$ cat config.mk
export PLATFORM = sky130hd
export DESIGN_NAME = hex_sensor_frame_deframer
export DESIGN_NICKNAME = d
export VERILOG_FILES = /design/src/rtl/core/hsd_pkg.sv /design/src/rtl/core/hex_sensor_frame_deframer.sv /design/src/rtl/core/hsd_in_stage.sv /design/src/rtl/core/hsd_frame_core.sv
export SDC_FILE = /design/constraint.sdc
export NUM_CORES = 1
export LEC_CHECK = 0
export ABC_AREA = 1
export BUFFER_PORTS_ARGS = -buffer_cell sky130_fd_sc_hd__buf_4
export CORE_MARGIN = 1.5
export CORE_UTILIZATION = 53
export CTS_BUF_LIST = sky130_fd_sc_hd__clkbuf_4
export DETAILED_ROUTE_END_ITERATION = 8
export PLACE_DENSITY_LB_ADDON = 0.2
export REMOVE_ABC_BUFFERS = 1
export SYNTH_ARGS = -nofsm -noshare
export SYNTH_HDL_FRONTEND = slang
export SYNTH_SLANG_ARGS = --single-unit
$ cat constraint.sdc
create_clock -name clk -period 5.1 [get_ports clk]
set_input_delay 0.765 -clock clk [delete_from_list [all_inputs] [get_ports clk]]
set_output_delay 0.765 -clock clk [all_outputs]
set_load 0.02 [all_outputs]
$ cat src/rtl/core/hsd_pkg.sv
`timescale 1ns / 1ps
`default_nettype none
// ----------------------------------------------------------------------------
// Hex sensor deframer package
// Shared types, frame constants and the ASCII hex digit decoder.
// ----------------------------------------------------------------------------
package hsd_pkg;

	// Frame layout: six 4-digit readings followed by a 2-digit checksum.
	localparam int unsigned FRAME_CHARS   = 26;
	localparam int unsigned READING_CHARS = 24;
	localparam int unsigned NUM_READINGS  = 6;
	localparam int unsigned READING_W     = 16;
	localparam int unsigned BYTE_W        = 8;
	localparam int unsigned POS_W         = 5;
	localparam int unsigned IDX_W         = 3;

	localparam logic [POS_W-1:0] LAST_POS     = POS_W'(FRAME_CHARS - 1);
	localparam logic [POS_W-1:0] READINGS_END = POS_W'(READING_CHARS);

	typedef logic [READING_W-1:0] reading_t;

	// Frame status codes.
	typedef enum logic [1:0] {
		ST_GOOD     = 2'd0,
		ST_CSUM_ERR = 2'd1,
		ST_BAD_CHAR = 2'd2
	} frame_status_t;

	// One received word as held in the input register.
	typedef struct packed {
		logic              restart;
		logic [BYTE_W-1:0] rx_byte;
	} item_t;

	// One finished frame.
	typedef struct packed {
		reading_t [NUM_READINGS-1:0] readings;
		frame_status_t               status;
	} result_t;

	// Decoded character.
	typedef struct packed {
		logic       is_hex;
		logic [3:0] value;
	} hex_digit_t;

	// Map an ASCII character to its hex value; non-hex characters give value zero.
	function automatic hex_digit_t hex_decode(input logic [BYTE_W-1:0] c);
		hex_digit_t r;
		r.is_hex = 1'b1;
		r.value  = 4'd0;
		if (c >= 8'h30 && c <= 8'h39) begin
			r.value = c[3:0];
		end else if ((c >= 8'h41 && c <= 8'h46) || (c >= 8'h61 && c <= 8'h66)) begin
			r.value = c[3:0] + 4'd9;
		end else begin
			r.is_hex = 1'b0;
		end
		return r;
	endfunction

endpackage : hsd_pkg
`default_nettype wire

$ cat src/rtl/core/hex_sensor_frame_deframer.sv
`timescale 1ns / 1ps
`default_nettype none
// A frame result is registered as its 26th character word leaves the input register.
// Throughput: one character word per cycle while the output is not stalled; the input
// register and the result register are the only stages around a single frame core.
// Reset: arst_n clears the position, accumulator, checksum and both valid flags at once;
// the reading store is not cleared, since each frame rewrites all six readings.
// ----------------------------------------------------------------------------
// Hex sensor frame deframer
// Decodes 26-character ASCII hex frames into six 16-bit readings and a status.
// ----------------------------------------------------------------------------
module hex_sensor_frame_deframer (
	input  wire logic        clk,
	input  wire logic        arst_n,
	input  wire logic        s_axis_tvalid,
	output logic             s_axis_tready,
	input  wire logic [7:0]  s_axis_tdata,   // [7:0] rx_byte
	input  wire logic [0:0]  s_axis_tuser,   // [0] restart
	output logic             m_axis_tvalid,
	input  wire logic        m_axis_tready,
	output logic [95:0]      m_axis_tdata,   // ir_zone1, us_zone1, ir_zone2,
	                                         // us_zone2, ir_zone3, us_zone3
	output logic [1:0]       m_axis_tuser    // [1:0] frame_status
);
	import hsd_pkg::*;

	item_t   in_item;
	item_t   item_s1;
	logic    item_fire;
	logic    advance;
	logic    result_valid;
	result_t result;
	result_t result_q;
	logic    out_valid_q;

	assign in_item.restart = s_axis_tuser[0];
	assign in_item.rx_byte = s_axis_tdata;

	// The core moves on whenever the result register is free or being drained.
	assign advance = ~out_valid_q | m_axis_tready;

	hsd_in_stage u_in_stage (
		.clk       (clk),
		.arst_n    (arst_n),
		.in_valid  (s_axis_tvalid),
		.in_ready  (s_axis_tready),
		.in_item   (in_item),
		.advance   (advance),
		.item_fire (item_fire),
		.item_s1   (item_s1)
	);

	hsd_frame_core u_frame_core (
		.clk          (clk),
		.arst_n       (arst_n),
		.item_fire    (item_fire),
		.item_s1      (item_s1),
		.result_valid (result_valid),
		.result       (result)
	);

	// Result register valid flag.
	always_ff @(posedge clk or negedge arst_n) begin
		if (!arst_n) begin
			out_valid_q <= 1'b0;
		end else if (result_valid) begin
			out_valid_q <= 1'b1;
		end else if (m_axis_tready) begin
			out_valid_q <= 1'b0;
		end
	end

	// Result register payload.
	always_ff @(posedge clk) begin
		if (result_valid) begin
			result_q <= result;
		end
	end

	// Output word: first reading in the lowest bits.
	always_comb begin
		m_axis_tvalid = out_valid_q;
		for (int i = 0; i < NUM_READINGS; i++) begin
			m_axis_tdata[i*READING_W +: READING_W] = result_q.readings[i];
		end
		m_axis_tuser = result_q.status;
	end

endmodule : hex_sensor_frame_deframer
`default_nettype wire

$ cat src/rtl/core/hsd_in_stage.sv
`timescale 1ns / 1ps
`default_nettype none
// ----------------------------------------------------------------------------
// Hex sensor deframer input stage
// Registers one incoming word and hands it on when the frame core advances.
// ----------------------------------------------------------------------------
module hsd_in_stage (
	input  wire logic          clk,
	input  wire logic          arst_n,
	input  wire logic          in_valid,
	output logic               in_ready,
	input  wire hsd_pkg::item_t in_item,
	input  wire logic          advance,
	output logic               item_fire,
	output hsd_pkg::item_t     item_s1
);
	import hsd_pkg::*;

	logic valid_s1;

	// The register takes a new word when empty or when its word moves on.
	assign item_fire = valid_s1 & advance;
	assign in_ready  = ~valid_s1 | advance;

	// Valid flag of the input register.
	always_ff @(posedge clk or negedge arst_n) begin
		if (!arst_n) begin
			valid_s1 <= 1'b0;
		end else if (in_valid && in_ready) begin
			valid_s1 <= 1'b1;
		end else if (item_fire) begin
			valid_s1 <= 1'b0;
		end
	end

	// Payload of the input register.
	always_ff @(posedge clk) begin
		if (in_valid && in_ready) begin
			item_s1 <= in_item;
		end
	end

endmodule : hsd_in_stage
`default_nettype wire

$ cat src/rtl/core/hsd_frame_core.sv
`timescale 1ns / 1ps
`default_nettype none
// ----------------------------------------------------------------------------
// Hex sensor deframer frame core
// Tracks the character position, assembles readings and checks the frame.
// ----------------------------------------------------------------------------
module hsd_frame_core (
	input  wire logic          clk,
	input  wire logic          arst_n,
	input  wire logic          item_fire,
	input  wire hsd_pkg::item_t item_s1,
	output logic               result_valid,
	output hsd_pkg::result_t   result
);
	import hsd_pkg::*;

	logic [POS_W-1:0]     pos_q;
	reading_t             acc_q;
	logic [BYTE_W-1:0]    xor_q;
	logic                 bad_q;
	reading_t             store_q [NUM_READINGS];

	hex_digit_t           digit;
	reading_t             acc_shift;
	logic                 group_end;
	logic                 last_char;
	logic [IDX_W-1:0]     store_idx;
	logic [BYTE_W-1:0]    xor_final;
	logic                 bad_next;
	logic                 do_char;

	// Decode the character and shift it into the accumulator.
	always_comb begin
		digit     = hex_decode(item_s1.rx_byte);
		acc_shift = {acc_q[READING_W-5:0], digit.value};
		group_end = (pos_q < READINGS_END) && (pos_q[1:0] == 2'b11);
		last_char = (pos_q == LAST_POS);
		store_idx = pos_q[POS_W-1:2];
		xor_final = xor_q ^ acc_shift[BYTE_W-1:0];
		bad_next  = bad_q | ~digit.is_hex;
		do_char   = item_fire & ~item_s1.restart;
	end

	// Frame state: position, accumulator, running checksum and bad flag.
	always_ff @(posedge clk or negedge arst_n) begin
		if (!arst_n) begin
			pos_q <= '0;
			acc_q <= '0;
			xor_q <= '0;
			bad_q <= 1'b0;
		end else if (item_fire) begin
			if (item_s1.restart || last_char) begin
				pos_q <= '0;
				acc_q <= '0;
				xor_q <= '0;
				bad_q <= 1'b0;
			end else begin
				pos_q <= pos_q + POS_W'(1);
				bad_q <= bad_next;
				if (group_end) begin
					acc_q <= '0;
					xor_q <= xor_q ^ acc_shift[BYTE_W-1:0] ^ acc_shift[READING_W-1:BYTE_W];
				end else begin
					acc_q <= acc_shift;
				end
			end
		end
	end

	// Reading store: one register per reading, written as its group completes.
	always_ff @(posedge clk) begin
		for (int i = 0; i < NUM_READINGS; i++) begin
			if (do_char && group_end && store_idx == IDX_W'(i)) begin
				store_q[i] <= acc_shift;
			end
		end
	end

	// Result of the last character of a frame.
	always_comb begin
		result_valid = do_char & last_char;
		for (int i = 0; i < NUM_READINGS; i++) begin
			result.readings[i] = store_q[i];
		end
		if (bad_next) begin
			result.status = ST_BAD_CHAR;
		end else if (xor_final != '0) begin
			result.status = ST_CSUM_ERR;
		end else begin
			result.status = ST_GOOD;
		end
	end

endmodule : hsd_frame_core
`default_nettype wire

=== Word-level counts from Yosys, hierarchy flattened ===
Memory sizes are Yosys's and may differ from the RTL's. A register that Yosys moved wholly into a read port is not among the register bits.
Index checks and enable logic that the tools add are counted.

* Add/sub/neg operators: 2
* $lt $le $gt $ge: 7
* Eq/ne operators: 7
* Multiplexer cells: 42
* Bitwise logic cells: 12
* Reductions and logical operators: 25

{| class="wikitable"
|+ Operators by type and width
! operator !! count
|-
| $mux 16 || 5
|-
| $reduce_or 16->1 || 5
|-
| $mux 1 || 25
|-
| $mux 12 || 2
|-
| $ge 8x7->1 const B || 2
|-
| $le 8x7->1 const B || 2
|-
| $mux 8 || 2
|-
| $xor 8x8->8 || 2
|-
| $mux 3 || 5
|-
| $logic_and 1x1->1 || 12
|-
| $ge 8x6->1 const B || 1
|-
| $le 8x6->1 const B || 1
|-
| $mux 4 || 2
|-
| $reduce_bool 8->1 || 1
|-
| $eq 3x2->1 const B || 2
|-
| $eq 3x3->1 const B || 2
|-
| $reduce_bool 2->1 || 3
|-
| $add 5x1->5 const B || 1
|-
| $eq 5x5->1 const B || 1
|-
| $lt 5x5->1 const B || 1
|-
| $mux 5 || 1
|-
| $add 4x4->4 const B || 1
|-
| $not 1->1 || 4
|-
| $and 1x1->1 || 3
|-
| other kinds (6) || 9
|}

* Register bits after elaboration: 39
* Bits in writable memories: 96
* Output and inout port bits: 100
* Word-level logic and storage cells: 105
* Memories kept: 1

{| class="wikitable"
|+ Memory list
! name !! depth !! bits a word !! read ports !! clocked after memory_dff !! write ports !! line !! RTL
|-
| u_frame_core.store_q || 6 || 16 || 6 || 6 || 1 || hsd_frame_core.sv:21 || <nowiki>reading_t store_q [NUM_READINGS];</nowiki>
|}

=== Logic depth before layout (Yosys ltp) ===
* Depth after elaboration: 14
* Mapped depth: 11
* Mapped depth without buffers: 11

=== By module ===
A second synthesis with hierarchy kept.

* Cell total of the unflattened synthesis: 416
* Area, all modules: 7,825.0 um^2

{| class="wikitable"
|+ By module, submodules not included
! module !! instances !! cells an instance !! area each (um^2) !! seq. area each (um^2)
|-
| hsd_frame_core || 1 || 296 || 4,514.3 || 3,533.4
|-
| hex_sensor_frame_deframer || 1 || 103 || 2,987.9 || 2,967.8
|-
| hsd_in_stage || 1 || 17 || 322.8 || 295.3
|}

=== Worst setup path after synthesis ===
No wires, ideal clock.

* Path kind: input to register
* Start: input m_axis_tready
* End: register m_axis_tdata[0] (netlist name)
* Library setup time: 0.555 ns
* Arrival: 5.262 ns
* Setup slack: -0.718 ns
* Stages on the path: 5
* Path buffers: 0
* Cell sequence: inv_1 -> nand2_1 -> nand2_1 -> or2_4 -> nor2_1

* Longest elaborated chain between the ends: 4

{| class="wikitable"
|+ RTL lines
! element !! line !! RTL
|-
| start, declared || hex_sensor_frame_deframer.sv:20 || <nowiki>input wire logic m_axis_tready,</nowiki>
|-
| $or 1x1->1 || hex_sensor_frame_deframer.sv:40 || <nowiki>assign advance = ~out_valid_q | m_axis_tready;</nowiki>
|-
| $and 1x1->1 || hsd_in_stage.sv:22 || <nowiki>assign item_fire = valid_s1 & advance;</nowiki>
|-
| $and 1x1->1 || hsd_frame_core.sv:41 || <nowiki>do_char = item_fire & ~item_s1.restart;</nowiki>
|-
| $and 1x1->1 || hsd_frame_core.sv:81 || <nowiki>result_valid = do_char & last_char;</nowiki>
|-
| net result_valid || hex_sensor_frame_deframer.sv:31 || <nowiki>logic result_valid;</nowiki>
|}

The timed path passes the listed nets, and every way through them passes these cells.
A chain may end at the register's enable or synchronous reset.

=== Worst setup path in the final report ===
* Start: register out_valid_q (netlist: m_axis_tvalid)
* End: memory u_frame_core.store_q[0][11] in the netlist's numbering (enable)

* Longest elaborated chain between the ends: 14
* Elaborated cells between the ends (all ways): 38
* Those cells by class: mux (22); bitwise (4); reduce/logical (12)

{| class="wikitable"
|+ RTL lines
! element !! line !! RTL
|-
| start, declared || hex_sensor_frame_deframer.sv:34 || <nowiki>logic out_valid_q;</nowiki>
|-
| start signal, assigned || hex_sensor_frame_deframer.sv:65 || <nowiki>out_valid_q <= 1'b0;</nowiki>
|-
| start signal, assigned || hex_sensor_frame_deframer.sv:67 || <nowiki>out_valid_q <= 1'b1;</nowiki>
|-
| start signal, assigned || hex_sensor_frame_deframer.sv:69 || <nowiki>out_valid_q <= 1'b0;</nowiki>
|-
| $not 1->1 * || hex_sensor_frame_deframer.sv:40 ||
|-
| $or 1x1->1 * || hex_sensor_frame_deframer.sv:40 ||
|-
| $and 1x1->1 * || hsd_in_stage.sv:22 ||
|-
| $and 1x1->1 * || hsd_frame_core.sv:41 ||
|-
| $logic_and 1x1->1 * || hsd_frame_core.sv:73 || <nowiki>if (do_char && group_end && store_idx == IDX_W'(i)) begin</nowiki>
|-
| $logic_and 1x1->1 || hsd_frame_core.sv:73 ||
|-
| $mux 1 || hsd_frame_core.sv:73 ||
|-
| $mux 1 (implied by the code) || hsd_frame_core.sv:74 || <nowiki>store_q[i] <= acc_shift;</nowiki>
|-
| $reduce_or 16->1 (no source line) || n/a ||
|-
| $mux 3 (no source line) / $mux 1 (equally long branches) (5 in a row) || n/a ||
|-
| end, declared || hsd_frame_core.sv:21 ||
|}

Every way passes the cells marked *; elsewhere a longest branch is shown, timed or not.

==> summary.json <==
{
  "core.rowCount": 44,
  "dpl_worst_slack_ps": 2000,
  "fp.dieH_um": 124,
  "fin_worst_skew_ps": 20.7,
  "routed_wire_length_per_instance_um": 16.3,
  "r2r.worst_path.cells": 6,
  "synthFlopType": "edfxtp_1",
  "cts_tree": "built",
  "crit_arrival_ps": 2830,
  "grt_start_max_net_pins": 99,
  "layout-drive-gt1-share": 0.370,
  "power.density_nw_per_um2": 373,
  "dr.pass1.iters": 5,
  "design.core.area_um2": 14400,
  "root_buffer": "clkbuf_4",
  "final_design_area_no_fill_um2": 9550,
  "global_route.usage.total": 0.172,
  "syn-mean-instance-area_um2": 18.7,
  "placed_cell_area_um2": 8890,
  "vdd.ir_drop.worst_uv": 166,
  "ys_async_sr_fraction": 0.121,
  "clkLatencyLatePin_ps": 620,
  "cp-start-kind": "register",
  "finalHoldViolCount": 0,
  "synth_sequential_area_ratio": 0.874,
  "synth_area_leaders": "edfxtp_1, dfrtp_1, nand2_1",
  "internal_power_mw": 2.82,
  "clk_pin_slew_worst_paths_ps": 70,
  "num-nets-final": 600,
  "post-synth-top-count-cell": "edfxtp_1",
  "required_ps": 5330,
  "htree_levels": 2,
  "status": "complete, no violations",
  "fmaxAchievable_mhz": 384,
  "grt_overflow_total": 0,
  "critical_path.endpoint_type": "register",
  "post-cts-setup-buffer-count": 0,
  "utilization": 0.662,
  "comb_power_share": 0.030,
  "cts.path.max_buffers": 3,
  "final.period_utilization": 0.511,
  "power_frac_seq": 0.584,
  "worst_slew_pin_slew_ps": 1220,
  "switchingPower_mw": 0.737,
  "leakagePower_nw": 3.60,
  "route.final.wire_length_um": 13100,
  "yosysTopAreaCell": "edfxtp_1",
  "worstHoldPathType": "in2async",
  "finalWorstSetupSlack_ps": 2500,
  "cts.repair.resized": 0,
  "hpwl_um": 8340,
  "die_w_um": 124,
  "vias_per_cell": 5.01,
  "timing_worst_setup_path_type": "reg2reg",
  "ioPinCount": 113,
  "cts_sinks": 231,
  "dp_cell_count": 712,
  "post-route-drc-count": 0,
  "switching_share": 0.207,
  "drt-initial-drc-count": 224,
  "syn-instance-count": 415,
  "port-buffer-count": 112,
  "report.final.setup_viol": 0,
  "antenna_cells_inserted": 0,
  "synth_area_um2": 7770,
  "ys_warn_count": 0,
  "slew_viol_final": 0,
  "grt_setup_unrepaired": "no",
  "first_pass_grt_wire_length_um": 19400,
  "yosys.cell_types.count": 28,
  "dr_total_vias": 4041,
  "clock_power_share": 0.385,
  "hold_ws_ps": 60.1,
  "synth_cell_count_leaders": "edfxtp_1, nand2_1, inv_1",
  "maxSlewHeadroom": 0.184,
  "final.min_clock_period_ps": 2600,
  "vias_in_the_first_global_route": 3802,
  "yosys.area.top_type_share": 0.784,
  "area_growth_syn_to_layout_pct": 22.8,
  "finalWeightedCongestion": 0.839,
  "ys_seq_elements": 231,
  "cts_inserted_buffers": 52,
  "highest_net_fanout_along_the_worst_path": 16,
  "timing.max_cap.violations": 0,
  "fillerInstances": 1032,
  "floorplan.initialDensity": 0.539,
  "layout.cells.non_filler": 806,
  "ant_nets": 0,
  "floorplan.die_area_um2": 15400,
  "grt_antenna_before_repair": 0,
  "synth_enable_flop_cells": 203,
  "cts_hold_repair.buffers": 0
}
==> state kept, by name, indices dropped and copies added (netlist names) <==
signal                cells
m_axis_tdata             96
m_axis_tuser              2
m_axis_tvalid             1
u_frame_core.acc_q       12
u_frame_core.bad_q        1
u_frame_core.pos_q        5
u_frame_core.store_q     96
u_frame_core.xor_q        8
u_in_stage.item_s1        9
u_in_stage.valid_s1       1
==> per-stage QoR <==
step / TNS [ps] / total power, mW
finish: 0 / 3.56
global route: 0 / 3.73
CTS: 0 / 3.60
detailed placement: 0 / 2.23
global placement: 0 / 2.22
floorplan: -85530 / 2.19
==> worst paths after layout <==
check / from / endpoint / slack [ps]
setup / recovery: m_axis_tvalid / u_frame_core.store_q[0][11] / 2500
hold / removal: arst_n / u_frame_core.bad_q / 60
setup reg to reg: m_axis_tvalid / u_frame_core.store_q[0][11] / 2500
hold reg to reg: u_frame_core.store_q[3][2] / m_axis_tdata[50] / 410
max in group asynchronous: arst_n / u_frame_core.acc_q[5] / 4750
min in group clk: s_axis_tuser / u_in_stage.item_s1[8] / 320
==> placed cells by master, fill, tap and decap left out, drive strengths merged, types with 7 or more instances in the layout <==
cell type | synthesis | routed
clkinv | 0 | 10
nand3 | 24 | 24
nor2 | 22 | 22
clkbuf | 0 | 82
edfxtp | 203 | 203
a21oi | 7 | 7
dfrtp | 28 | 28
buf | 2 | 115
o22ai | 9 | 9
o21ai | 15 | 15
nand2 | 45 | 45
inv | 38 | 40
==> routing by layer <==
layer / wire length, um / vias up / track usage / share of wire
li1: - / 1896 / - / -
met1: 5470 / 1980 / 0.227 / 0.42
met2: 6500 / 143 / 0.270 / 0.50
met3: 892 / 22 / 0.0517 / 0.068
met4: 256 / 0 / 0.0724 / 0.020
met5: 0 / - / 0 / 0
==> power groups by stage <==
stage	combinational, mW	clock (mW)	sequential, mW
floorplan	0.0726	0	2.11
global placement	0.105	0	2.12
detailed placement	0.108	0	2.12
CTS	0.109	1.41	2.08
global route	0.122	1.53	2.08
finish	0.108	1.37	2.08
==> worst max-delay path, cell delays in order, from the launching register on <==
cell and delay [ps]:
dfrtp_1 390, nand2_1 80, nand2_1 220, or2_4 360, nor2_4 180, nand2_1 190, nor2_2 800
==> cells by family after synthesis <==
group	count (synthesis)	share of synthesized area
AOI/OAI and AO/OA	34	0.0258
xor gates and xnor gates	9	0.0101
adders and majority gates	5	0.00805
buffers and inverters	40	0.0196
DFF	231	0.874
and+or+nand+nor	96	0.0620
==> final cells by class <==
type	instances	area (um^2)	share of cell area
Clock buffer	82	616	0.0645
Tap cell	184	230	0.0241
Inverter	38	143	0.0149
Clock inverter	12	45.0	0.00472
Sequential cell	231	6800	0.712
Timing Repair Buffer	115	863	0.0904
Multi-Input combinational cell	144	855	0.0895
Power figures use the tool's default switching activity.
